### config.mk
export PLATFORM = sky130hd
export DESIGN_NAME = arctangent_two_argument_flat
export DESIGN_NICKNAME = d
export VERILOG_FILES = /design/src/hw/rtl/atan2_pkg.sv /design/src/hw/rtl/atan2_req_if.sv /design/src/hw/rtl/atan2_rsp_if.sv /design/src/hw/rtl/atan2_vec_unit.sv /design/src/hw/rtl/atan2_fold.sv /design/src/hw/rtl/arctangent_two_argument.sv /design/src/flat_wrapper.sv
export SDC_FILE = /design/constraint.sdc
export NUM_CORES = 2
export LEC_CHECK = 0
export ABC_AREA = 1
export BUFFER_PORTS_ARGS = -buffer_cell sky130_fd_sc_hd__buf_2
export CAP_MARGIN = 20
export CORE_ASPECT_RATIO = 1.75
export CORE_MARGIN = 2
export CORE_UTILIZATION = 45
export DETAILED_ROUTE_END_ITERATION = 8
export HOLD_SLACK_MARGIN = 0.12
export PLACE_DENSITY = 0.67
export SETUP_SLACK_MARGIN = 0.3
export SLEW_MARGIN = 20
export SYNTH_ARGS = -nofsm -noshare
export SYNTH_HDL_FRONTEND = slang
export SYNTH_HIERARCHICAL = 1
export SYNTH_SLANG_ARGS = --single-unit
export TNS_END_PERCENT = 50
### constraint.sdc
create_clock -name clock -period 7.2 [get_ports clock]
set_input_delay 1.44 -clock clock [delete_from_list [all_inputs] [get_ports clock]]
set_output_delay 1.44 -clock clock [all_outputs]
set_load 0.1 [all_outputs]
### src/hw/rtl/atan2_pkg.sv
`default_nettype none

package atan2_pkg;

   localparam int COORD_WIDTH = 32;
   localparam int FRAC_BITS   = 16;
   localparam int ITER_COUNT  = 20;

   localparam int ANGLE_WIDTH = FRAC_BITS + 3;

   // angle arithmetic in Q30
   localparam int ANG_FRAC     = 30;
   localparam int Z_W          = 33;
   localparam int ROUND_SHIFT  = ANG_FRAC - FRAC_BITS;
   localparam int ROUND_HALF   = 1 << (ROUND_SHIFT - 1);

   localparam logic [Z_W-1:0] PI_Q30      = 33'd3373259426;
   localparam logic [Z_W-1:0] HALF_PI_Q30 = 33'd1686629713;

   // leading one of the larger magnitude lands on bit NORM_W-1
   localparam int NORM_W     = 60;
   localparam int VEC_W      = 63;
   localparam int SH_W       = 6;
   localparam int NORM_STEPS = 6;
   localparam int NORM_IDX_W = 3;

   localparam int ITER_W = $clog2(ITER_COUNT);
   localparam int STEP_W = (ITER_W > NORM_IDX_W) ? ITER_W : NORM_IDX_W;

   typedef enum logic [2:0] {
      ST_IDLE,
      ST_NORM,
      ST_ROTATE,
      ST_FOLD,
      ST_ROUND
   } state_type;

   typedef struct packed {
      logic                  load;
      logic                  norm;
      logic                  rotate;
      logic [NORM_IDX_W-1:0] norm_sel;
      logic [ITER_W-1:0]     iter;
   } vu_ctrl_type;

   typedef struct packed {
      logic x_neg;
      logic y_neg;
      logic x_zero;
      logic y_zero;
   } quad_flags_type;

   // atan(2^-i) in Q30
   function automatic logic signed [Z_W-1:0] atan_step(input logic [ITER_W-1:0] idx);
      logic [Z_W-1:0] val;
      val = '0;
      case (idx)
         0:  val = 33'h03243F6A8;
         1:  val = 33'h01DAC6705;
         2:  val = 33'h00FADBAFC;
         3:  val = 33'h007F56EA6;
         4:  val = 33'h003FEAB76;
         5:  val = 33'h001FFD55B;
         6:  val = 33'h000FFFAAA;
         7:  val = 33'h0007FFF55;
         8:  val = 33'h0003FFFEA;
         9:  val = 33'h0001FFFFD;
         10: val = 33'h0000FFFFF;
         default: begin
            if (int'(idx) <= ANG_FRAC) begin
               val = Z_W'(1) << (ANG_FRAC - int'(idx));
            end else begin
               val = '0;
            end
         end
      endcase
      return signed'(val);
   endfunction

endpackage

`default_nettype wire

### src/hw/rtl/atan2_req_if.sv
`default_nettype none

interface atan2_req_if import atan2_pkg::*; ();
   logic                          valid;
   logic                          ready;
   logic signed [COORD_WIDTH-1:0] x_coord;
   logic signed [COORD_WIDTH-1:0] y_coord;

   modport source (output valid, output x_coord, output y_coord, input ready);
   modport sink   (input valid, input x_coord, input y_coord, output ready);
endinterface

`default_nettype wire

### src/hw/rtl/atan2_rsp_if.sv
`default_nettype none

interface atan2_rsp_if import atan2_pkg::*; ();
   logic                          valid;
   logic                          ready;
   logic signed [ANGLE_WIDTH-1:0] angle;

   modport source (output valid, output angle, input ready);
   modport sink   (input valid, input angle, output ready);
endinterface

`default_nettype wire

### src/hw/rtl/atan2_vec_unit.sv
`default_nettype none

module atan2_vec_unit import atan2_pkg::*; (
   input  logic                    clock,
   input  vu_ctrl_type             ctrl,
   input  logic [COORD_WIDTH-1:0]  ax,
   input  logic [COORD_WIDTH-1:0]  ay,
   output logic signed [Z_W-1:0]   z_out
);

   logic signed [VEC_W-1:0] cx_ff, cx_in;
   logic signed [VEC_W-1:0] cy_ff, cy_in;
   logic signed [Z_W-1:0]   z_ff, z_in;

   logic [NORM_W-1:0]       or_bits;
   logic [SH_W-1:0]         norm_amt;
   logic                    norm_ok;
   logic [SH_W-1:0]         rot_sh;
   logic signed [VEC_W-1:0] dx;
   logic signed [VEC_W-1:0] dy;
   logic signed [Z_W-1:0]   t_step;

   always_comb begin
      or_bits  = cx_ff[NORM_W-1:0] | cy_ff[NORM_W-1:0];
      norm_amt = SH_W'(1) << (SH_W'(NORM_STEPS - 1) - SH_W'(ctrl.norm_sel));
      // shift only when the top norm_amt bits of the window are clear
      norm_ok  = (or_bits >> (7'(NORM_W) - 7'(norm_amt))) == '0;

      rot_sh = SH_W'(ctrl.iter);
      dx     = cy_ff >>> rot_sh;
      dy     = cx_ff >>> rot_sh;
      t_step = atan_step(ctrl.iter);

      cx_in = cx_ff;
      cy_in = cy_ff;
      z_in  = z_ff;
      if (ctrl.load) begin
         cx_in = signed'(VEC_W'(ax));
         cy_in = signed'(VEC_W'(ay));
         z_in  = '0;
      end else if (ctrl.norm) begin
         if (norm_ok) begin
            cx_in = cx_ff <<< norm_amt;
            cy_in = cy_ff <<< norm_amt;
         end
      end else if (ctrl.rotate) begin
         if (!cy_ff[VEC_W-1]) begin
            cx_in = cx_ff + dx;
            cy_in = cy_ff - dy;
            z_in  = z_ff + t_step;
         end else begin
            cx_in = cx_ff - dx;
            cy_in = cy_ff + dy;
            z_in  = z_ff - t_step;
         end
      end
   end

   always_ff @(posedge clock) begin
      cx_ff <= cx_in;
      cy_ff <= cy_in;
      z_ff  <= z_in;
   end

   assign z_out = z_ff;

endmodule

`default_nettype wire

### src/hw/rtl/atan2_fold.sv
`default_nettype none

module atan2_fold import atan2_pkg::*; (
   input  quad_flags_type          flags,
   input  logic signed [Z_W-1:0]   z,
   output logic [Z_W-1:0]          mag,
   output logic                    neg
);

   logic [Z_W-1:0] zc;

   always_comb begin
      // clamp the first-quadrant angle to 0 .. pi/2
      if (z[Z_W-1]) begin
         zc = '0;
      end else if (unsigned'(z) > HALF_PI_Q30) begin
         zc = HALF_PI_Q30;
      end else begin
         zc = unsigned'(z);
      end

      if (flags.x_zero && flags.y_zero) begin
         mag = '0;
         neg = 1'b0;
      end else if (flags.x_zero) begin
         mag = HALF_PI_Q30;
         neg = flags.y_neg;
      end else if (flags.y_zero) begin
         mag = flags.x_neg ? PI_Q30 : '0;
         neg = 1'b0;
      end else begin
         mag = flags.x_neg ? (PI_Q30 - zc) : zc;
         neg = flags.y_neg;
      end
   end

endmodule

`default_nettype wire

### src/hw/rtl/arctangent_two_argument.sv
// Four-quadrant arctangent, Q16 in, Q16 radians out.
// From the input transfer to rsp valid a pair runs through 6 normalize steps,
// ITER_COUNT = 20 CORDIC rotations, a fold state and a rounding state.
// A new pair is accepted only in idle; the shared shift/add unit serves one pair at a time.
// Reset: synchronous, active high; clears the sequencer and the result valid.
`default_nettype none

module arctangent_two_argument import atan2_pkg::*; (
   input  logic         clock,
   input  logic         reset,
   atan2_req_if.sink    req_chan,
   atan2_rsp_if.source  rsp_chan
);

   state_type               state_ff, state_in;
   logic [STEP_W-1:0]       step_ff, step_in;
   quad_flags_type          flags_ff, flags_in;
   logic [Z_W-1:0]          mag_ff;
   logic                    neg_ff;
   logic                    rsp_valid_ff, rsp_valid_in;
   logic [ANGLE_WIDTH-1:0]  angle_ff;

   vu_ctrl_type             ctrl;
   logic                    out_load;
   logic                    req_ready;
   logic [COORD_WIDTH-1:0]  x_raw;
   logic [COORD_WIDTH-1:0]  y_raw;
   logic [COORD_WIDTH-1:0]  ax;
   logic [COORD_WIDTH-1:0]  ay;
   logic signed [Z_W-1:0]   z_val;
   logic [Z_W-1:0]          mag_val;
   logic                    neg_val;
   logic [Z_W-1:0]          rnd_sum;
   logic [ANGLE_WIDTH-1:0]  rnd_val;

   // magnitudes of the coordinates; the most negative value maps to 2^(W-1)
   always_comb begin
      x_raw = unsigned'(req_chan.x_coord);
      y_raw = unsigned'(req_chan.y_coord);
      ax    = x_raw[COORD_WIDTH-1] ? (~x_raw + COORD_WIDTH'(1)) : x_raw;
      ay    = y_raw[COORD_WIDTH-1] ? (~y_raw + COORD_WIDTH'(1)) : y_raw;

      flags_in        = flags_ff;
      if (ctrl.load) begin
         flags_in.x_neg  = x_raw[COORD_WIDTH-1];
         flags_in.y_neg  = y_raw[COORD_WIDTH-1];
         flags_in.x_zero = (x_raw == '0);
         flags_in.y_zero = (y_raw == '0);
      end
   end

   // sequencer: load, normalize, rotate, fold, round
   always_comb begin
      state_in      = state_ff;
      step_in       = step_ff;
      ctrl          = '0;
      ctrl.norm_sel = step_ff[NORM_IDX_W-1:0];
      ctrl.iter     = step_ff[ITER_W-1:0];
      req_ready     = 1'b0;
      out_load      = 1'b0;

      unique case (state_ff)
         ST_IDLE: begin
            req_ready = 1'b1;
            if (req_chan.valid) begin
               ctrl.load = 1'b1;
               step_in   = '0;
               state_in  = ST_NORM;
            end
         end
         ST_NORM: begin
            ctrl.norm = 1'b1;
            if (step_ff == STEP_W'(NORM_STEPS - 1)) begin
               step_in  = '0;
               state_in = ST_ROTATE;
            end else begin
               step_in = step_ff + STEP_W'(1);
            end
         end
         ST_ROTATE: begin
            ctrl.rotate = 1'b1;
            if (step_ff == STEP_W'(ITER_COUNT - 1)) begin
               step_in  = '0;
               state_in = ST_FOLD;
            end else begin
               step_in = step_ff + STEP_W'(1);
            end
         end
         ST_FOLD: begin
            state_in = ST_ROUND;
         end
         ST_ROUND: begin
            // hold until the output register is free
            if (!rsp_valid_ff || rsp_chan.ready) begin
               out_load = 1'b1;
               state_in = ST_IDLE;
            end
         end
         default: begin
            state_in = ST_IDLE;
         end
      endcase
   end

   atan2_vec_unit u_vec (
      .clock (clock),
      .ctrl  (ctrl),
      .ax    (ax),
      .ay    (ay),
      .z_out (z_val)
   );

   atan2_fold u_fold (
      .flags (flags_ff),
      .z     (z_val),
      .mag   (mag_val),
      .neg   (neg_val)
   );

   // round half away from zero on the magnitude, then apply the sign
   always_comb begin
      rnd_sum = mag_ff + Z_W'(ROUND_HALF);
      rnd_val = ANGLE_WIDTH'(rnd_sum >> ROUND_SHIFT);
      rsp_valid_in = out_load | (rsp_valid_ff & ~rsp_chan.ready);
   end

   always_ff @(posedge clock) begin
      if (reset) begin
         state_ff     <= ST_IDLE;
         step_ff      <= '0;
         rsp_valid_ff <= 1'b0;
      end else begin
         state_ff     <= state_in;
         step_ff      <= step_in;
         rsp_valid_ff <= rsp_valid_in;
      end
   end

   always_ff @(posedge clock) begin
      flags_ff <= flags_in;
      if (state_ff == ST_FOLD) begin
         mag_ff <= mag_val;
         neg_ff <= neg_val;
      end
      if (out_load) begin
         angle_ff <= neg_ff ? (~rnd_val + ANGLE_WIDTH'(1)) : rnd_val;
      end
   end

   assign req_chan.ready = req_ready;
   assign rsp_chan.valid = rsp_valid_ff;
   assign rsp_chan.angle = signed'(angle_ff);

endmodule

`default_nettype wire
### src/flat_wrapper.sv
// flat-port wrapper written by rule: the top's interface ports become plain ports
module arctangent_two_argument_flat import atan2_pkg::*;
  (clock, reset, req_chan_valid, req_chan_x_coord, req_chan_y_coord, req_chan_ready, rsp_chan_valid, rsp_chan_angle, rsp_chan_ready);
  atan2_req_if req_chan_i ();
  atan2_rsp_if rsp_chan_i ();
  input  logic clock;
  input  logic reset;
  input wire logic [$bits(req_chan_i.valid)-1:0] req_chan_valid;
  input wire logic [$bits(req_chan_i.x_coord)-1:0] req_chan_x_coord;
  input wire logic [$bits(req_chan_i.y_coord)-1:0] req_chan_y_coord;
  output wire logic [$bits(req_chan_i.ready)-1:0] req_chan_ready;
  output wire logic [$bits(rsp_chan_i.valid)-1:0] rsp_chan_valid;
  output wire logic [$bits(rsp_chan_i.angle)-1:0] rsp_chan_angle;
  input wire logic [$bits(rsp_chan_i.ready)-1:0] rsp_chan_ready;
  assign req_chan_i.valid = req_chan_valid;
  assign req_chan_i.x_coord = req_chan_x_coord;
  assign req_chan_i.y_coord = req_chan_y_coord;
  assign req_chan_ready = req_chan_i.ready;
  assign rsp_chan_valid = rsp_chan_i.valid;
  assign rsp_chan_angle = rsp_chan_i.angle;
  assign rsp_chan_i.ready = rsp_chan_ready;
  arctangent_two_argument u_core (.clock(clock), .reset(reset), .req_chan(req_chan_i), .rsp_chan(rsp_chan_i));
endmodule
==> impl_metrics.yaml, run 1 <==
place:
  dp.cells: 9986
  io_buffers: 88
  dpl.hpwl_mm: 226
  gp_congestion: 1.26
  placed_area_um2: 48700
  dpl_worst_slack_ns: -0.0814
yosys:
  synth_fp_nets: 8927
  syn_area_per_cell_um2: 5.28
  syn-cell-area_um2: 45900
  netlist_instances: 8684
  ys_warn_count: 6
floorplanning:
  fp-row-count: 155
  ioPinCount: 89
  die_y_um: 426
  die_w_um: 245
  initial_utilization_pct: 45.2
grt:
  grt_use_total_pct: 68.3
  grt.overflow.total: 874
  grt_max_degree: 133
  grt_pass1_vias: 70800
  grt_pass1_wl_mm: 537
clocking:
  h-tree-depth: 1
  cts_buffers: 26
  cts_max_path_buffers: 3
  cts.sinks: 212
  cts_root_buffer: "clkbuf_16"
  hold_buffers: 0
run_status:
  outcome: "stopped before the end"
  error: "[ERROR GRT-0116] Global routing finished with congestion. Check the congestion regions in the DRC Viewer."
  lastStage: "5_1_grt"
==> per-layer routing <==
metal | overflow | track usage (%)
met4 | 288 | 73.0
met3 | 18 | 50.7
met1 | 11 | 65.4
met5 | 1 | 17.4
met2 | 556 | 87.8
==> per-stage QoR <==
| step | util (%) | hold slack, ns |
|---|---|---|
| floorplan | - | 0.462 |
| global placement | 47.9 | 0.494 |
| detailed placement | 47.9 | 0.515 |
| CTS | 48.9 | 0.523 |
==> timing repair <==
action,4_1_cts
endpoints found under the setup margin,6
setup buffers,0
gates resized for setup,2
==> inputs of run 2 (changes only) <==
CORE_ASPECT_RATIO = not set   (was 1.75)
CORE_UTILIZATION = 30   (was 45)
HOLD_SLACK_MARGIN = not set   (was 0.12)
PLACE_DENSITY = not set   (was 0.67)
PLACE_DENSITY_LB_ADDON = 0.15   (was not set)
SETUP_SLACK_MARGIN = not set   (was 0.3)
==> impl_metrics.yaml, run 2 <==
run_status:
  outcome: "finished, final reports clean"
drt:
  wire_per_inst_um: 26.3
  firstDrtPassIters: 8
  wl_mm: 280
  viasPerCell: 5.70
  drc: 0
  ant_nets: 0
  vias: 60800
  drtIter0Drc: 7291
grt:
  grt_pass1_vias: 56600
  grt_use_total_pct: 34.4
  grt_pass1_wl_mm: 395
  grt_max_degree: 136
  grt.overflow.total: 0
  antenna_found_initial: 11
floorplanning:
  core_area_um2: 152000
  fp-row-count: 143
  die_y_um: 395
  initial_utilization_pct: 30.2
  die_w_um: 395
  ioPinCount: 89
  die-area_um2: 156000
setup_path:
  critPathTopFamily: "simple AND/OR/NAND/NOR gates"
  worstPathRequired_ns: 7.61
  crit_path_frequent_cell: "nand3_1"
  critPathLaunch: "u_core/step_ff[1]$_SDFFE_PP0P_"
  endpoint: "u_core/u_vec/cy_ff[49]$_SDFFE_PP0P_"
  cp_data_arrival_time_ns: 7.39
  critPathSlowestCell: "ha_1"
  critPathBufInv: 2
  slowest_delay_ns: 0.43
  r2r-start: "u_core/step_ff[1]$_SDFFE_PP0P_"
  critical_path_class: "reg2reg"
  critPathCaptureType: "flop"
  cp.depth: 29
  r2r-end: "u_core/u_vec/cy_ff[49]$_SDFFE_PP0P_"
  start_kind: "flop"
  reg2reg_slack_ns: 0.23
  crit_path_max_fanout: 135
  ff2ff_path_depth: 29
final_layout:
  final_cells: 10700
  post-route-util_pct: 32.9
  finalInstanceArea_um2: 50000
  layout_commonest_cell: "nand2_1"
  fill_cells: 17700
  layout_common_cells: "nand2_1, nand3_1, nor2_1"
  area_delta_synth_final_pct: 8.99
  finalNetCount: 8839
  drive_gt1_share_pct: 6.33
clocking:
  cts.sinks: 212
  cts-resized-gates: 2
  cts_max_path_buffers: 3
  clk_latency_ns: 0.66
  cts_buffers: 34
  hold_buffers: 0
  cts_root_buffer: "clkbuf_16"
  h-tree-depth: 2
  clk_pin_slew_ns: 0.06
  cts_tree: "done"
  postCtsSetupBuffers: 0
timing:
  worst_pin_slew_ns: 1.36
  post-route-period-util_pct: 96.8
  fmax_ghz: 0.143
  final.setup.worst_slack_ns: 0.227
  finalMaxSlewViolations: 0
  relSlewSlack_pct: 8.35
  finClkSkew_ns: 0.0477
  setup_viol: 0
  period_minus_slack_ns: 6.97
  hold_violations: 0
place:
  dp.cells: 10600
  io_buffers: 88
  dpl.hpwl_mm: 227
  gp_congestion: 1.06
  placed_area_um2: 48800
  dpl_worst_slack_ns: -0.232
yosys:
  netlist_instances: 8684
  ys_warn_count: 6
  syn-cell-area_um2: 45900
  synth_fp_nets: 8927
  syn_area_per_cell_um2: 5.28
min_path:
  hold_class: "reg2reg"
run:
  max_cap_violations: 0
## run 2: how the worst min path moves through the flow
stage / cells after the start / end / from
after floorplan: 2 / u_core/step_ff[4]$_SDFFE_PP0P_ / u_core/step_ff[4]$_SDFFE_PP0P_
after global placement: 2 / u_core/rsp_chan.valid$_SDFF_PP0_ / u_core/rsp_chan.valid$_SDFF_PP0_
after detailed placement: 2 / u_core/rsp_chan.valid$_SDFF_PP0_ / u_core/rsp_chan.valid$_SDFF_PP0_
after CTS: 2 / u_core/rsp_chan.valid$_SDFF_PP0_ / u_core/rsp_chan.valid$_SDFF_PP0_
after global routing: 2 / u_core/rsp_chan.valid$_SDFF_PP0_ / u_core/rsp_chan.valid$_SDFF_PP0_
final: 2 / u_core/rsp_chan.valid$_SDFF_PP0_ / u_core/rsp_chan.valid$_SDFF_PP0_
## run 2: cell type report
cell class | count | area, um2 | area share (%)
well taps | 2030 | 2540 | 5.08
flip-flops and latches | 212 | 5350 | 10.7
repair buffers | 296 | 2170 | 4.34
inverters | 870 | 3290 | 6.58
multi-input cells | 7182 | 35500 | 71.0
clock buffers | 41 | 908 | 1.82
diodes | 2 | 5.00 | 0.0100
clock inverters | 19 | 231 | 0.463
## run 2: metal layers
layer	global-route usage, %	wire length (um)
met2	54.1	121000
met4	27.5	27200
met1	41.2	108000
met3	6.20	23500
met5	0	41
## run 2: metrics by stage
| stage | setup TNS, ns | hold slack [ns] |
|---|---|---|
| after detailed placement | -0.232 | 0.504 |
| after global routing | -0.0218 | 0.540 |
| after CTS | 0 | 0.511 |
| after global placement | -0.356 | 0.489 |
| final | 0 | 0.512 |
| after floorplan | 0 | 0.462 |
## run 2: worst min-delay path: stages (launching register included)
cell	delay [ns]
dfxtp_1	0.34
nand2_1	0.07
a21oi_1	0.06
Power of run 2 is not shown: default switching activity piles up to over one toggle a cycle in this logic, so the estimate is an artifact.
